$ cat config.mk
export PLATFORM = sky130hd
export DESIGN_NAME = adc_battery_current_monitor_core_flat
export DESIGN_NICKNAME = d
export VERILOG_FILES = /design/src/rtl/core/abcm_pkg.sv /design/src/rtl/core/abcm_in_if.sv /design/src/rtl/core/abcm_out_if.sv /design/src/rtl/core/abcm_regs.sv /design/src/rtl/core/abcm_ctrl.sv /design/src/rtl/core/abcm_dp.sv /design/src/rtl/core/adc_battery_current_monitor_core.sv /design/src/flat_wrapper.sv
export VERILOG_INCLUDE_DIRS = /design/src /design/src/rtl/core
export SDC_FILE = /design/constraint.sdc
export NUM_CORES = 1
export LEC_CHECK = 0
export BUFFER_PORTS_ARGS = -buffer_cell sky130_fd_sc_hd__buf_4
export CAP_MARGIN = 5
export CORE_ASPECT_RATIO = 0.8
export CORE_MARGIN = 8
export CORE_UTILIZATION = 63
export CTS_BUF_LIST = sky130_fd_sc_hd__clkbuf_16
export CTS_CLUSTER_SIZE = 30
export DETAILED_ROUTE_END_ITERATION = 8
export PLACE_DENSITY = 0.82
export SYNTH_ARGS = -nofsm -noshare
export SYNTH_HDL_FRONTEND = slang
export SYNTH_SLANG_ARGS = --single-unit
$ cat constraint.sdc
create_clock -name clk -period 10.3 [get_ports clk]
set_input_delay 0.515 -clock clk [delete_from_list [all_inputs] [get_ports clk]]
set_output_delay 0.515 -clock clk [all_outputs]
set_load 0.02 [all_outputs]
$ cat src/rtl/core/assert_macros.svh
// Assertion helpers shared by the monitor core modules.
// Each macro expects signals named clk and arst_n in the enclosing module.
`ifndef ASSERT_MACROS_SVH
`define ASSERT_MACROS_SVH

// Same-cycle implication, checked only out of reset.
`define ABCM_ASSERT_IMP(lbl, ante, cons, msg) \
	lbl: assert property (@(posedge clk) disable iff (!arst_n) (ante) |-> (cons)) \
		else $error(msg);

// Next-cycle implication, checked only out of reset.
`define ABCM_ASSERT_NEXT(lbl, ante, cons, msg) \
	lbl: assert property (@(posedge clk) disable iff (!arst_n) (ante) |=> (cons)) \
		else $error(msg);

`endif

$ cat src/rtl/core/abcm_pkg.sv
package abcm_pkg;

	// Field widths of the sample and result channels.
	localparam int RAW_W   = 12;
	localparam int OUT_W   = 16;

	// Register widths.
	localparam int VREF_W  = 13;
	localparam int RATIO_W = 16;
	localparam int ZERO_W  = 13;
	localparam int GAIN_W  = 16;
	localparam int ALPHA_W = 9;

	// ADC resolution used for the millivolt scaling.
	localparam int ADC_BITS = 12;

	// Fixed-point formats.
	localparam int FRAC_BITS = 8;
	localparam int ROUND_HALF = 1 << (FRAC_BITS - 1);
	localparam int ALPHA_ONE = 1 << FRAC_BITS;
	localparam logic [OUT_W-1:0] OUT_MAX = {OUT_W{1'b1}};

	// Derived datapath widths.
	localparam int MV_W  = RAW_W + VREF_W - ADC_BITS;
	localparam int MAG_W = (MV_W > ZERO_W) ? MV_W : ZERO_W;
	localparam int MUL_A_W0 = (MAG_W > RAW_W) ? MAG_W : RAW_W;
	localparam int MUL_A_W  = (MUL_A_W0 > ALPHA_W) ? MUL_A_W0 : ALPHA_W;
	localparam int MUL_B_W0 = (VREF_W > RATIO_W) ? VREF_W : RATIO_W;
	localparam int MUL_B_W1 = (MUL_B_W0 > GAIN_W) ? MUL_B_W0 : GAIN_W;
	localparam int MUL_B_W  = (MUL_B_W1 > OUT_W) ? MUL_B_W1 : OUT_W;
	localparam int PROD_W   = MUL_A_W + MUL_B_W;

	// Configuration bus.
	localparam int DATA_W = 32;
	localparam int ADDR_W = 5;
	localparam int IDX_W  = ADDR_W - 2;

	// Register reset values.
	localparam logic [VREF_W-1:0]  VREF_RST  = VREF_W'(3300);
	localparam logic [RATIO_W-1:0] RATIO_RST = RATIO_W'(1024);
	localparam logic [ZERO_W-1:0]  ZERO_RST  = ZERO_W'(1650);
	localparam logic [GAIN_W-1:0]  GAIN_RST  = GAIN_W'(256);
	localparam logic [ALPHA_W-1:0] ALPHA_RST = ALPHA_W'(26);

	// Register indexes (byte address is four times the index).
	typedef enum logic [IDX_W-1:0] {
		REG_VREF      = 3'd0,
		REG_RATIO     = 3'd1,
		REG_ZERO      = 3'd2,
		REG_GAIN      = 3'd3,
		REG_ALPHA     = 3'd4,
		REG_CAL_EN    = 3'd5
	} reg_idx_t;

	// Configuration seen by the datapath.
	typedef struct packed {
		logic [VREF_W-1:0]  vref_mv;
		logic [RATIO_W-1:0] battery_ratio_q8;
		logic [ZERO_W-1:0]  zero_offset_mv;
		logic [GAIN_W-1:0]  current_gain_q8;
		logic [ALPHA_W-1:0] filter_alpha_q8;
		logic               calibration_enable;
	} cfg_t;

	// Operation of the shared multiplier.
	typedef enum logic [3:0] {
		MUL_NONE,
		MUL_BAT_MV,
		MUL_LEFT_MV,
		MUL_RIGHT_MV,
		MUL_BAT,
		MUL_LEFT_MA,
		MUL_RIGHT_MA,
		MUL_LEFT_EMA,
		MUL_RIGHT_EMA
	} mul_op_t;

	// Commands from the controller to the datapath.
	typedef struct packed {
		logic    capture;
		mul_op_t mul_op;
		logic    mag_en;
		logic    diff_left_en;
		logic    diff_right_en;
		logic    finish;
	} cmd_t;

endpackage

$ cat src/rtl/core/abcm_in_if.sv
interface abcm_in_if;
	logic                       valid;
	logic                       ready;
	logic [abcm_pkg::RAW_W-1:0] bat_count;
	logic [abcm_pkg::RAW_W-1:0] left_count;
	logic [abcm_pkg::RAW_W-1:0] right_count;

	modport source (
		output valid, bat_count, left_count, right_count,
		input  ready
	);

	modport sink (
		input  valid, bat_count, left_count, right_count,
		output ready
	);
endinterface

$ cat src/rtl/core/abcm_out_if.sv
interface abcm_out_if;
	logic                       valid;
	logic                       ready;
	logic [abcm_pkg::OUT_W-1:0] battery_mv;
	logic [abcm_pkg::OUT_W-1:0] left_current_ma;
	logic [abcm_pkg::OUT_W-1:0] right_current_ma;
	logic                       currents_ok;

	modport source (
		output valid, battery_mv, left_current_ma, right_current_ma, currents_ok,
		input  ready
	);

	modport sink (
		input  valid, battery_mv, left_current_ma, right_current_ma, currents_ok,
		output ready
	);
endinterface

$ cat src/rtl/core/abcm_regs.sv
module abcm_regs (
	input  logic                          clk,
	input  logic                          arst_n,
	input  logic                          psel,
	input  logic                          penable,
	input  logic                          pwrite,
	input  logic [abcm_pkg::ADDR_W-1:0]   paddr,
	input  logic [abcm_pkg::DATA_W-1:0]   pwdata,
	output logic [abcm_pkg::DATA_W-1:0]   prdata,
	output logic                          pready,
	output abcm_pkg::cfg_t                cfg
);
	import abcm_pkg::*;

	cfg_t     cfg_q;
	reg_idx_t idx;
	logic     wr_en;

	assign idx    = reg_idx_t'(paddr[ADDR_W-1:2]);
	assign pready = 1'b1;
	assign wr_en  = psel && penable && pwrite && pready;
	assign cfg    = cfg_q;

	// Register writes in the access phase; unknown indexes are dropped.
	always_ff @(posedge clk or negedge arst_n) begin
		if (!arst_n) begin
			cfg_q.vref_mv            <= VREF_RST;
			cfg_q.battery_ratio_q8   <= RATIO_RST;
			cfg_q.zero_offset_mv     <= ZERO_RST;
			cfg_q.current_gain_q8    <= GAIN_RST;
			cfg_q.filter_alpha_q8    <= ALPHA_RST;
			cfg_q.calibration_enable <= 1'b1;
		end else if (wr_en) begin
			unique case (idx)
				REG_VREF:   cfg_q.vref_mv            <= pwdata[VREF_W-1:0];
				REG_RATIO:  cfg_q.battery_ratio_q8   <= pwdata[RATIO_W-1:0];
				REG_ZERO:   cfg_q.zero_offset_mv     <= pwdata[ZERO_W-1:0];
				REG_GAIN:   cfg_q.current_gain_q8    <= pwdata[GAIN_W-1:0];
				REG_ALPHA:  cfg_q.filter_alpha_q8    <= pwdata[ALPHA_W-1:0];
				REG_CAL_EN: cfg_q.calibration_enable <= pwdata[0];
				default: ;
			endcase
		end
	end

	// Read-back mux.
	always_comb begin
		unique case (idx)
			REG_VREF:   prdata = DATA_W'(cfg_q.vref_mv);
			REG_RATIO:  prdata = DATA_W'(cfg_q.battery_ratio_q8);
			REG_ZERO:   prdata = DATA_W'(cfg_q.zero_offset_mv);
			REG_GAIN:   prdata = DATA_W'(cfg_q.current_gain_q8);
			REG_ALPHA:  prdata = DATA_W'(cfg_q.filter_alpha_q8);
			REG_CAL_EN: prdata = DATA_W'(cfg_q.calibration_enable);
			default:    prdata = '0;
		endcase
	end
endmodule

$ cat src/rtl/core/abcm_ctrl.sv
`include "assert_macros.svh"

module abcm_ctrl (
	input  logic           clk,
	input  logic           arst_n,
	input  logic           in_valid,
	output logic           in_ready,
	output logic           out_valid,
	input  logic           out_ready,
	output abcm_pkg::cmd_t cmd
);
	import abcm_pkg::*;

	typedef enum logic [3:0] {
		S_IDLE,
		S_BAT_MV,
		S_LEFT_MV,
		S_RIGHT_MV,
		S_BAT,
		S_LEFT_MA,
		S_RIGHT_MA,
		S_LEFT_EMA,
		S_RIGHT_EMA,
		S_FINISH
	} state_t;

	state_t state_q;
	logic   out_valid_q;
	logic   in_fire;
	logic   finish;

	assign in_ready  = (state_q == S_IDLE);
	assign in_fire   = in_valid && in_ready;
	assign out_valid = out_valid_q;
	// The result register is free when empty or being drained this cycle.
	assign finish    = (state_q == S_FINISH) && (!out_valid_q || out_ready);

	// Command decode: one multiplier operation per computing state (none in idle or finish), plus side updates.
	always_comb begin
		cmd               = '0;
		cmd.mul_op        = MUL_NONE;
		cmd.capture       = in_fire;
		cmd.finish        = finish;
		unique case (state_q)
			S_IDLE:      cmd.mul_op = MUL_NONE;
			S_BAT_MV:    cmd.mul_op = MUL_BAT_MV;
			S_LEFT_MV:   cmd.mul_op = MUL_LEFT_MV;
			S_RIGHT_MV:  cmd.mul_op = MUL_RIGHT_MV;
			S_BAT: begin
				cmd.mul_op = MUL_BAT;
				cmd.mag_en = 1'b1;
			end
			S_LEFT_MA:   cmd.mul_op = MUL_LEFT_MA;
			S_RIGHT_MA: begin
				cmd.mul_op       = MUL_RIGHT_MA;
				cmd.diff_left_en = 1'b1;
			end
			S_LEFT_EMA: begin
				cmd.mul_op        = MUL_LEFT_EMA;
				cmd.diff_right_en = 1'b1;
			end
			S_RIGHT_EMA: cmd.mul_op = MUL_RIGHT_EMA;
			S_FINISH:    cmd.mul_op = MUL_NONE;
			default:     cmd.mul_op = MUL_NONE;
		endcase
	end

	// Sequencer and result valid flag.
	always_ff @(posedge clk or negedge arst_n) begin
		if (!arst_n) begin
			state_q     <= S_IDLE;
			out_valid_q <= 1'b0;
		end else begin
			if (finish) begin
				out_valid_q <= 1'b1;
			end else if (out_ready) begin
				out_valid_q <= 1'b0;
			end
			unique case (state_q)
				S_IDLE:      if (in_fire) state_q <= S_BAT_MV;
				S_BAT_MV:    state_q <= S_LEFT_MV;
				S_LEFT_MV:   state_q <= S_RIGHT_MV;
				S_RIGHT_MV:  state_q <= S_BAT;
				S_BAT:       state_q <= S_LEFT_MA;
				S_LEFT_MA:   state_q <= S_RIGHT_MA;
				S_RIGHT_MA:  state_q <= S_LEFT_EMA;
				S_LEFT_EMA:  state_q <= S_RIGHT_EMA;
				S_RIGHT_EMA: state_q <= S_FINISH;
				S_FINISH:    if (finish) state_q <= S_IDLE;
				default:     state_q <= S_IDLE;
			endcase
		end
	end

	`ABCM_ASSERT_NEXT(a_ctrl_start, in_fire, state_q == S_BAT_MV, "accepted sample set did not start the sequence")
	`ABCM_ASSERT_NEXT(a_ctrl_load, finish, out_valid_q && state_q == S_IDLE, "finished result not presented")
endmodule

$ cat src/rtl/core/abcm_dp.sv
`include "assert_macros.svh"

module abcm_dp (
	input  logic                        clk,
	input  logic                        arst_n,
	input  abcm_pkg::cfg_t              cfg,
	input  abcm_pkg::cmd_t              cmd,
	input  logic [abcm_pkg::RAW_W-1:0]  bat_count,
	input  logic [abcm_pkg::RAW_W-1:0]  left_count,
	input  logic [abcm_pkg::RAW_W-1:0]  right_count,
	output logic [abcm_pkg::OUT_W-1:0]  battery_mv,
	output logic [abcm_pkg::OUT_W-1:0]  left_current_ma,
	output logic [abcm_pkg::OUT_W-1:0]  right_current_ma,
	output logic                        currents_ok
);
	import abcm_pkg::*;

	// Drop the fraction and clamp to the output range.
	function automatic logic [OUT_W-1:0] sat_out(input logic [PROD_W-1:0] p);
		if (|p[PROD_W-1:FRAC_BITS+OUT_W]) begin
			return OUT_MAX;
		end
		return p[FRAC_BITS +: OUT_W];
	endfunction

	function automatic logic [MAG_W-1:0] abs_diff(input logic [MAG_W-1:0] x,
	                                             input logic [MAG_W-1:0] y);
		return (x >= y) ? (x - y) : (y - x);
	endfunction

	// One filter update from the stored difference step, or a hold or a direct load.
	function automatic logic [OUT_W-1:0] ema_next(input logic [OUT_W-1:0] prev,
	                                             input logic [OUT_W-1:0] sample,
	                                             input logic [OUT_W-1:0] step,
	                                             input logic             up,
	                                             input logic             hold,
	                                             input logic             load);
		if (hold) begin
			return prev;
		end
		if (load) begin
			return sample;
		end
		return up ? (prev + step) : (prev - step);
	endfunction

	// Captured sample set and intermediate results.
	logic [RAW_W-1:0]  raw_bat_q, raw_left_q, raw_right_q;
	logic [MV_W-1:0]   mv_bat_q, mv_left_q, mv_right_q;
	logic [MAG_W-1:0]  mag_left_q, mag_right_q;
	logic [OUT_W-1:0]  bat_q, sample_left_q, sample_right_q;
	logic [OUT_W-1:0]  diff_left_q, diff_right_q;
	logic              up_left_q, up_right_q;
	logic [OUT_W-1:0]  step_left_q, step_right_q;

	// Filter state and result register.
	logic [OUT_W-1:0]  filt_left_q, filt_right_q;
	logic              started_q;
	logic [OUT_W-1:0]  bat_out_q;
	logic              cur_valid_q;

	logic [MUL_A_W-1:0] mul_a;
	logic [MUL_B_W-1:0] mul_b;
	logic [PROD_W-1:0]  prod;
	logic [PROD_W-1:0]  prod_rnd;
	logic               cur_en;
	logic               alpha_zero;
	logic               alpha_load;

	assign cur_en     = cfg.calibration_enable && (cfg.current_gain_q8 != '0);
	assign alpha_zero = (cfg.filter_alpha_q8 == '0);
	assign alpha_load = (cfg.filter_alpha_q8 >= ALPHA_W'(ALPHA_ONE)) || !started_q;

	// Operand select for the shared multiplier.
	always_comb begin
		unique case (cmd.mul_op)
			MUL_BAT_MV: begin
				mul_a = MUL_A_W'(raw_bat_q);
				mul_b = MUL_B_W'(cfg.vref_mv);
			end
			MUL_LEFT_MV: begin
				mul_a = MUL_A_W'(raw_left_q);
				mul_b = MUL_B_W'(cfg.vref_mv);
			end
			MUL_RIGHT_MV: begin
				mul_a = MUL_A_W'(raw_right_q);
				mul_b = MUL_B_W'(cfg.vref_mv);
			end
			MUL_BAT: begin
				mul_a = MUL_A_W'(mv_bat_q);
				mul_b = MUL_B_W'(cfg.battery_ratio_q8);
			end
			MUL_LEFT_MA: begin
				mul_a = MUL_A_W'(mag_left_q);
				mul_b = MUL_B_W'(cfg.current_gain_q8);
			end
			MUL_RIGHT_MA: begin
				mul_a = MUL_A_W'(mag_right_q);
				mul_b = MUL_B_W'(cfg.current_gain_q8);
			end
			MUL_LEFT_EMA: begin
				mul_a = MUL_A_W'(cfg.filter_alpha_q8);
				mul_b = MUL_B_W'(diff_left_q);
			end
			MUL_RIGHT_EMA: begin
				mul_a = MUL_A_W'(cfg.filter_alpha_q8);
				mul_b = MUL_B_W'(diff_right_q);
			end
			default: begin
				mul_a = '0;
				mul_b = '0;
			end
		endcase
	end

	assign prod     = PROD_W'(mul_a) * PROD_W'(mul_b);
	assign prod_rnd = prod + PROD_W'(ROUND_HALF);

	// Payload registers written by the sequence.
	always_ff @(posedge clk) begin
		if (cmd.capture) begin
			raw_bat_q   <= bat_count;
			raw_left_q  <= left_count;
			raw_right_q <= right_count;
		end
		case (cmd.mul_op)
			MUL_BAT_MV:    mv_bat_q       <= prod[ADC_BITS +: MV_W];
			MUL_LEFT_MV:   mv_left_q      <= prod[ADC_BITS +: MV_W];
			MUL_RIGHT_MV:  mv_right_q     <= prod[ADC_BITS +: MV_W];
			MUL_BAT:       bat_q          <= sat_out(prod);
			MUL_LEFT_MA:   sample_left_q  <= sat_out(prod);
			MUL_RIGHT_MA:  sample_right_q <= sat_out(prod);
			MUL_LEFT_EMA:  step_left_q    <= prod_rnd[FRAC_BITS +: OUT_W];
			MUL_RIGHT_EMA: step_right_q   <= prod_rnd[FRAC_BITS +: OUT_W];
			default: ;
		endcase
		// Offset removal runs beside the battery product.
		if (cmd.mag_en) begin
			mag_left_q  <= abs_diff(MAG_W'(mv_left_q), MAG_W'(cfg.zero_offset_mv));
			mag_right_q <= abs_diff(MAG_W'(mv_right_q), MAG_W'(cfg.zero_offset_mv));
		end
		// Distance from the filtered value to the new sample.
		if (cmd.diff_left_en) begin
			up_left_q   <= (sample_left_q >= filt_left_q);
			diff_left_q <= (sample_left_q >= filt_left_q) ? (sample_left_q - filt_left_q)
			                                               : (filt_left_q - sample_left_q);
		end
		if (cmd.diff_right_en) begin
			up_right_q   <= (sample_right_q >= filt_right_q);
			diff_right_q <= (sample_right_q >= filt_right_q) ? (sample_right_q - filt_right_q)
			                                                  : (filt_right_q - sample_right_q);
		end
	end

	// Filter state and result register, updated once per sample set.
	always_ff @(posedge clk or negedge arst_n) begin
		if (!arst_n) begin
			filt_left_q  <= '0;
			filt_right_q <= '0;
			started_q    <= 1'b0;
			bat_out_q    <= '0;
			cur_valid_q  <= 1'b0;
		end else if (cmd.finish) begin
			bat_out_q   <= bat_q;
			cur_valid_q <= cur_en;
			started_q   <= cur_en;
			if (cur_en) begin
				filt_left_q  <= ema_next(filt_left_q, sample_left_q, step_left_q,
				                         up_left_q, alpha_zero, alpha_load);
				filt_right_q <= ema_next(filt_right_q, sample_right_q, step_right_q,
				                         up_right_q, alpha_zero, alpha_load);
			end else begin
				filt_left_q  <= '0;
				filt_right_q <= '0;
			end
		end
	end

	assign battery_mv       = bat_out_q;
	assign left_current_ma  = filt_left_q;
	assign right_current_ma = filt_right_q;
	assign currents_ok      = cur_valid_q;

	`ABCM_ASSERT_NEXT(a_dp_disable_clear, cmd.finish && !cur_en, !started_q && filt_left_q == '0 && filt_right_q == '0 && !cur_valid_q, "disabled currents not cleared")
	`ABCM_ASSERT_NEXT(a_dp_ema_bound, cmd.finish && cur_en && !alpha_zero && !alpha_load, (filt_left_q >= $past(filt_left_q) && filt_left_q <= $past(sample_left_q)) || (filt_left_q <= $past(filt_left_q) && filt_left_q >= $past(sample_left_q)), "filtered value left the sample interval")
endmodule

$ cat src/rtl/core/adc_battery_current_monitor_core.sv
// Sample sets are taken only while the sequencer is idle; each one passes through
// eight products that share one multiplier and then a result-load step, so a new
// set is not accepted until the last result is loaded. A stalled result holds the
// sequencer in its final step until the result register drains.
// Reset (arst_n low, asynchronous): configuration registers return to defaults;
// filters clear to zero, then take the next sample directly unless alpha is zero.
module adc_battery_current_monitor_core (
	input  logic                        clk,
	input  logic                        arst_n,
	input  logic                        psel,
	input  logic                        penable,
	input  logic                        pwrite,
	input  logic [abcm_pkg::ADDR_W-1:0] paddr,
	input  logic [abcm_pkg::DATA_W-1:0] pwdata,
	output logic [abcm_pkg::DATA_W-1:0] prdata,
	output logic                        pready,
	abcm_in_if.sink                     samples,
	abcm_out_if.source                  results
);
	import abcm_pkg::*;

	cfg_t cfg;
	cmd_t cmd;

	// Configuration registers.
	abcm_regs u_regs (
		.clk     (clk),
		.arst_n  (arst_n),
		.psel    (psel),
		.penable (penable),
		.pwrite  (pwrite),
		.paddr   (paddr),
		.pwdata  (pwdata),
		.prdata  (prdata),
		.pready  (pready),
		.cfg     (cfg)
	);

	// Sequencer and handshakes.
	abcm_ctrl u_ctrl (
		.clk       (clk),
		.arst_n    (arst_n),
		.in_valid  (samples.valid),
		.in_ready  (samples.ready),
		.out_valid (results.valid),
		.out_ready (results.ready),
		.cmd       (cmd)
	);

	// Arithmetic and filter state.
	abcm_dp u_dp (
		.clk               (clk),
		.arst_n            (arst_n),
		.cfg               (cfg),
		.cmd               (cmd),
		.bat_count         (samples.bat_count),
		.left_count        (samples.left_count),
		.right_count       (samples.right_count),
		.battery_mv        (results.battery_mv),
		.left_current_ma   (results.left_current_ma),
		.right_current_ma  (results.right_current_ma),
		.currents_ok       (results.currents_ok)
	);
endmodule
$ cat src/flat_wrapper.sv
// flat-port wrapper written by rule: the top's interface ports become plain ports
module adc_battery_current_monitor_core_flat import abcm_pkg::*;
  (clk, arst_n, psel, penable, pwrite, paddr, pwdata, prdata, pready, samples_valid, samples_bat_count, samples_left_count, samples_right_count, samples_ready, results_valid, results_battery_mv, results_left_current_ma, results_right_current_ma, results_currents_ok, results_ready);
  abcm_in_if samples_i ();
  abcm_out_if results_i ();
  input  logic clk;
  input  logic arst_n;
  input  logic psel;
  input  logic penable;
  input  logic pwrite;
  input  logic [abcm_pkg::ADDR_W-1:0] paddr;
  input  logic [abcm_pkg::DATA_W-1:0] pwdata;
  output logic [abcm_pkg::DATA_W-1:0] prdata;
  output logic pready;
  input wire logic [$bits(samples_i.valid)-1:0] samples_valid;
  input wire logic [$bits(samples_i.bat_count)-1:0] samples_bat_count;
  input wire logic [$bits(samples_i.left_count)-1:0] samples_left_count;
  input wire logic [$bits(samples_i.right_count)-1:0] samples_right_count;
  output wire logic [$bits(samples_i.ready)-1:0] samples_ready;
  output wire logic [$bits(results_i.valid)-1:0] results_valid;
  output wire logic [$bits(results_i.battery_mv)-1:0] results_battery_mv;
  output wire logic [$bits(results_i.left_current_ma)-1:0] results_left_current_ma;
  output wire logic [$bits(results_i.right_current_ma)-1:0] results_right_current_ma;
  output wire logic [$bits(results_i.currents_ok)-1:0] results_currents_ok;
  input wire logic [$bits(results_i.ready)-1:0] results_ready;
  assign samples_i.valid = samples_valid;
  assign samples_i.bat_count = samples_bat_count;
  assign samples_i.left_count = samples_left_count;
  assign samples_i.right_count = samples_right_count;
  assign samples_ready = samples_i.ready;
  assign results_valid = results_i.valid;
  assign results_battery_mv = results_i.battery_mv;
  assign results_left_current_ma = results_i.left_current_ma;
  assign results_right_current_ma = results_i.right_current_ma;
  assign results_currents_ok = results_i.currents_ok;
  assign results_i.ready = results_ready;
  adc_battery_current_monitor_core u_core (.clk(clk), .arst_n(arst_n), .psel(psel), .penable(penable), .pwrite(pwrite), .paddr(paddr), .pwdata(pwdata), .prdata(prdata), .pready(pready), .samples(samples_i), .results(results_i));
endmodule
==> run metrics, run 1 <==
status finished, final reports clean; Cells after Synth 2788; final clock skew 0.0342 ns; dpl cell area 28800 um2; WL final 89.1 mm; share of cells above drive strength 1 0.126; CTS clock-pin slew for the worst setup and hold paths 0.07 ns; reg-to-reg slack, setup 0.74 ns; die area 50200 um2; PortBufs 128; core outline area 42900 um2; CTS tree yes; Layout area overhead 10.3%; Max H-tree Level 2; Layout Cells excl Fill 3478; Worst R2R Start u_core.u_ctrl.state_q[2]$_DFFE_PN0P_; cts bufs inserted 36; Initial Util 0.636; via-per-instance ratio 6.42; syn avg cell area 9.77 um2; yosys warns 0; drt wl/cell 25.6 um; endpoints failing hold 0; post-DP HPWL 69.5 mm; slew at the pin closest to its max-slew limit 1.13 ns; Hold Crit Class primary input to register; largest net degree at the start of global routing 81; ys async rst share 0.362; required time of the critical path 10.59 ns; Via Count 22327; R2R depth 26; setup TNS 0 ns; Final setup violation count 0; Top FF cell, synth edfxtp_1; Worst setup endpoint u_core.u_dp.sample_left_q[15]$_DFFE_PN_; first-pass GRT wire length 135 mm; Max clock buf depth 3; cell row count 68; Post-route DRC 0; Peak Freq 105 MHz; Die Y 202 um; Final Max Tran Viols 0; gpl congestion 0.997; synthesis-stage register bit count 337; global-route usage over all layers 0.349; Layout Nets 3344; endpoint type of the worst setup path register; max cap viols 0; vias in the first global route 21988; Clk Latency, worst-skew pair 0.57 ns; post-synth cell types 89; critical path class register to register; total grt overflow 0; RSZ-0062 raised after global routing false; final hold slack 0.119 ns; register area share after synthesis 0.350; Design Area, Final 30100 um2; dpl cells 3407; DRT Pass-1 Iters 6; Post-synth EDFFs 215; worst reg2reg endpoint u_core.u_dp.sample_left_q[15]$_DFFE_PN_; headroom to the max-slew limit 0.246; IO Pins 164; Final min period 9.56 ns; Final Cycle Share 0.928; cts repair resizes 0; detailed router's first-iteration violation count 3266; Setup crit start u_core.u_ctrl.state_q[2]$_DFFE_PN0P_; CP Data Arrival Time 9.84 ns; Post-CTS Hold Fix Bufs 1; crit path max fanout 26; Syn Std Cell Area 27300 um2; Detail Route Antenna Nets 0; CTS Root Cell clkbuf_16; Setup Buffers After CTS 0; CP startpoint kind register; clk sink count 337; Die X 249 um; initial antenna violation count 2
cells by family after synthesis:
family | Yosys count | share of synthesized area
simple gates | 724 | 0.124
xor+xnor | 139 | 0.0447
other cells | 2 | 0.000276
buf+inv | 486 | 0.0703
fa+ha+maj | 378 | 0.218
flops | 337 | 0.350
compound gates | 604 | 0.144
mux | 118 | 0.0487
flip-flops by register name, summed over array words and instances (netlist names), 16 cells and up:
signal / flops
u_core.u_dp.bat_q: 16
u_core.u_dp.battery_mv: 16
u_core.u_dp.diff_left_q: 16
u_core.u_dp.diff_right_q: 16
u_core.u_dp.left_current_ma: 16
u_core.u_dp.right_current_ma: 16
u_core.u_dp.sample_left_q: 16
u_core.u_dp.sample_right_q: 16
u_core.u_dp.step_left_q: 16
u_core.u_dp.step_right_q: 16
u_core.u_regs.cfg: 68
worst max-delay path, cell delays in order, from the launching register on:
cell,delay [ns]
dfrtp_1,0.97
nand2_1,0.37
nor2_4,0.67
a222oi_1,0.32
nand3_1,0.61
nand2_1,0.17
fa_1,0.53
fa_1,0.54
inv_1,0.06
fa_1,0.49
fa_1,0.51
inv_1,0.05
fa_1,0.47
inv_1,0.05
ha_1,0.38
a21o_1,0.21
a21o_1,0.17
a21oi_1,0.24
nand2_1,0.11
a311oi_1,0.72
o211ai_1,0.23
and3_1,0.33
or2_2,0.33
a21oi_1,0.19
xnor2_1,0.10
buf_4,0.20
nand2b_1,0.22
cells in the mapped netlist (32+ instances only):
cell / instances / area share
inv_1: 359 / 0.049
nand2_1: 247 / 0.034
nor2_1: 218 / 0.030
edfxtp_1: 215 / 0.24
ha_1: 215 / 0.099
a21oi_1: 163 / 0.030
fa_1: 163 / 0.12
o21ai_0: 123 / 0.023
dfrtp_1: 104 / 0.095
clkbuf_1: 97 / 0.013
a21o_1: 84 / 0.023
xnor2_1: 83 / 0.027
mux2_2: 76 / 0.031
a22oi_1: 62 / 0.017
xor2_1: 56 / 0.018
nor3_1: 39 / 0.0072
mux2i_1: 38 / 0.014
nand2b_1: 37 / 0.0085
nand3_1: 32 / 0.0059
worst min-delay path by stage:
stage,depth (start not counted),endpoint,slack [ns],start
global placement,1,u_core.u_dp.battery_mv[1]$_DFFE_PN0P_,0.46,u_core.u_dp.bat_q[1]$_DFFE_PN_
floorplan,0,u_core.u_ctrl.out_valid$_DFFE_PN0P_,0.22,arst_n
finish,1,u_core.u_dp.raw_left_q[9]$_DFFE_PP_,0.12,samples_left_count[9]
detailed placement,1,u_core.u_dp.battery_mv[5]$_DFFE_PN0P_,0.47,u_core.u_dp.bat_q[5]$_DFFE_PN_
global route,1,u_core.u_dp.raw_right_q[10]$_DFFE_PP_,0.11,samples_right_count[10]
CTS,1,u_core.u_dp.raw_left_q[11]$_DFFE_PP_,0.1,samples_left_count[11]
area by class of cell:
| type | instances | area [um2] |
|---|---|---|
| Clock buffer | 38 | 951 |
| Fill cell | 3285 | 12800 |
| Inverter | 361 | 1360 |
| Tap cell | 560 | 701 |
| Clock inverter | 28 | 279 |
| Multi-Input combinational cell | 1980 | 16000 |
| Antenna cell | 4 | 10.0 |
| Timing Repair Buffer | 170 | 1280 |
| Sequential cell | 337 | 9530 |
stage by stage:
step	setup WS (ns)	util
floorplan	2.04	-
global placement	1.09	0.672
detailed placement	0.964	0.672
CTS	0.907	0.701
global route	0.514	0.701
finish	0.744	0.701
cell usage in the layout, fill, tap and decap left out, types with 10 or more instances in the layout:
cell type,count
nand2_1,247
fa_1,163
o21bai_1,30
clkbuf_16,38
ha_1,215
or2_2,13
inv_1,364
nor2_1,215
edfxtp_1,215
nand2b_1,37
conb_1,17
nand4_1,26
mux2i_1,38
a22oi_1,62
nand3_1,32
dfrtp_1,104
xnor2_1,79
o22ai_1,11
nor2b_1,27
a21oi_1,163
and3_1,17
o21ai_0,123
nor3_1,35
o211ai_1,10
a31oi_1,22
mux2_2,76
buf_4,169
a32oi_1,10
dfstp_2,18
a21boi_0,12
and2_1,14
a21o_1,84
xor2_1,56
metal layers:
layer | vias to the layer above | share of wire | global-route usage
li1 | 9764 | - | -
met4 | 0 | 0.034 | 0.105
met2 | 1391 | 0.41 | 0.495
met1 | 10983 | 0.42 | 0.505
met5 | - | 0 | 0
met3 | 189 | 0.14 | 0.112
Power of run 1 is not shown: default switching activity piles up to over one toggle a cycle in this logic, so the estimate is an artifact.
==> run 2, diff against run 1 <==
--- a/config.mk
+++ b/config.mk
@@ -8,8 +8,8 @@
 export LEC_CHECK = 0
 export BUFFER_PORTS_ARGS = -buffer_cell sky130_fd_sc_hd__buf_4
 export CAP_MARGIN = 5
-export CORE_ASPECT_RATIO = 0.8
-export CORE_MARGIN = 8
+export CORE_ASPECT_RATIO = 1.1
+export CORE_MARGIN = 2
 export CORE_UTILIZATION = 63
 export CTS_BUF_LIST = sky130_fd_sc_hd__clkbuf_16
 export CTS_CLUSTER_SIZE = 30
==> run 2 against run 1 <==
Compared with the run above: the flow now finishes with violations (hold timing); clock skew down 0.0060 ns; utilization is 0.096 points higher; via count shrank 1.6%; sequential cell count stayed put; count of clock-buffer cells in the layout is 2 lower; die area fell by 10%; cell area shrank 0.75%.
==> run metrics, run 2 (synthesized netlist as in run 1, its figures left out) <==
CTS Root Cell clkbuf_16; core outline area 42500 um2; R2R depth 23; post-DP HPWL 64.4 mm; Final Cycle Share 0.907; Final min period 9.34 ns; headroom to the max-slew limit 0.167; endpoint type of the worst setup path register; max cap viols 0; crit path max fanout 26; detailed router's first-iteration violation count 2687; total grt overflow 0; most frequent cells in the layout 372 x inv_1, 247 x nand2_1, 216 x nor2_1; clk sink count 337; die area 44900 um2; PortBufs 128; Post-route DRC 0; # fillers 3248; Largest register FFs 68; RSZ-0062 raised after global routing false; Layout Nets 3338; failing checks hold timing; Worst setup endpoint u_core.u_dp.bat_q[13]$_DFFE_PN_; critical path class register to register; commonest non-fill, non-tap cell in the layout inv_1; Final Max Tran Viols 0; required time of the critical path 10.54 ns; Worst R2R Start u_core.u_ctrl.state_q[3]$_DFFE_PN0P_; Via Count 21965; cell row count 79; Setup crit start u_core.u_ctrl.state_q[3]$_DFFE_PN0P_; Die Y 222 um; CP startpoint kind register; DRT Pass-1 Iters 6; drt wl/cell 24.2 um; slew at the pin closest to its max-slew limit 1.24 ns; via-per-instance ratio 6.32; final clock skew 0.0282 ns; endpoints failing hold 12; CTS tree yes; CTS clock-pin slew for the worst setup and hold paths 0.07 ns; final hold slack -0.0176 ns; Detail Route Antenna Nets 0; Max H-tree Level 2; first-pass GRT wire length 129 mm; Hold Crit Class primary input to asynchronous set/reset pin; global-route usage over all layers 0.379; WL final 84.1 mm; status complete, but fails checks; IO Pins 164; Layout area overhead 9.48%; vias in the first global route 22107; worst reg2reg endpoint u_core.u_dp.bat_q[13]$_DFFE_PN_; initial antenna violation count 4; reg-to-reg slack, setup 0.96 ns; Setup Buffers After CTS 0; cts repair resizes 0; Die X 202 um; Peak Freq 107 MHz; Max clock buf depth 3; CP Data Arrival Time 9.58 ns; Final setup violation count 0; Post-CTS Hold Fix Bufs 0; gpl congestion 1.03; Initial Util 0.641; share of cells above drive strength 1 0.122; Clk Latency, worst-skew pair 0.58 ns; largest net degree at the start of global routing 74; setup TNS 0 ns; cts bufs inserted 36
-- run 2: stage by stage --
step	util	std cells	worst slack [ns]	instance area (um2)	hold slack [ns]
final	0.702	3476	0.959	29800	-0.0176
after global routing	0.702	3476	0.572	29800	0.0420
after CTS	0.702	3475	1.14	29800	0.00848
after detailed placement	0.677	3409	1.20	28800	0.472
after global placement	0.677	3409	1.37	28800	0.460
after floorplan	-	2803	2.04	27300	0.219
-- run 2: routing by layer --
layer	routed length (um)	global-route usage	vias to the layer above
li1	-	-	9725
met1	31000	0.477	10596
met2	38300	0.596	1332
met3	8210	0.0750	310
met4	6560	0.253	2
met5	12	0	-
-- run 2: worst min-delay path by stage --
stage	startpoint	end	slack, ns
after detailed placement	u_core.u_dp.bat_q[7]$_DFFE_PN_	u_core.u_dp.battery_mv[7]$_DFFE_PN0P_	0.47
after global routing	arst_n	u_core.u_dp.right_current_ma[5]$_DFFE_PN0P_	0.04
after CTS	arst_n	u_core.u_dp.right_current_ma[5]$_DFFE_PN0P_	0.008
after global placement	u_core.u_dp.bat_q[6]$_DFFE_PN_	u_core.u_dp.battery_mv[6]$_DFFE_PN0P_	0.46
final	arst_n	u_core.u_dp.right_current_ma[9]$_DFFE_PN0P_	-0.02
after floorplan	arst_n	u_core.u_ctrl.out_valid$_DFFE_PN0P_	0.22
-- run 2: critical path: stages, from the launching register on --
cell,delay [ns]
dfrtp_1,0.94
and4b_1,0.50
or2_1,0.44
a222oi_1,0.32
nand3_1,0.70
nand2_1,0.34
fa_1,0.46
fa_1,0.51
fa_1,0.56
inv_1,0.06
fa_1,0.48
inv_1,0.05
fa_1,0.48
inv_1,0.09
ha_1,0.47
nand2_1,0.14
nor3_1,0.33
a311o_2,0.28
a41oi_2,0.20
a211o_1,0.37
o21ai_0,0.32
mux2i_1,0.24
and4_4,0.42
o21ai_1,0.31
-- run 2: layout make-up --
cell class                      count  area, um2  share of cell area
Antenna cell                        1       2.50           0.0000839
Clock buffer                       36        901              0.0302
Clock inverter                     30        176             0.00591
Inverter                          361       1360              0.0454
Multi-Input combinational cell   1980      15900               0.534
Sequential cell                   337       9530               0.319
Tap cell                          567        709              0.0238
Timing Repair Buffer              164       1230              0.0413
Power of run 2 is left out for the same reason.
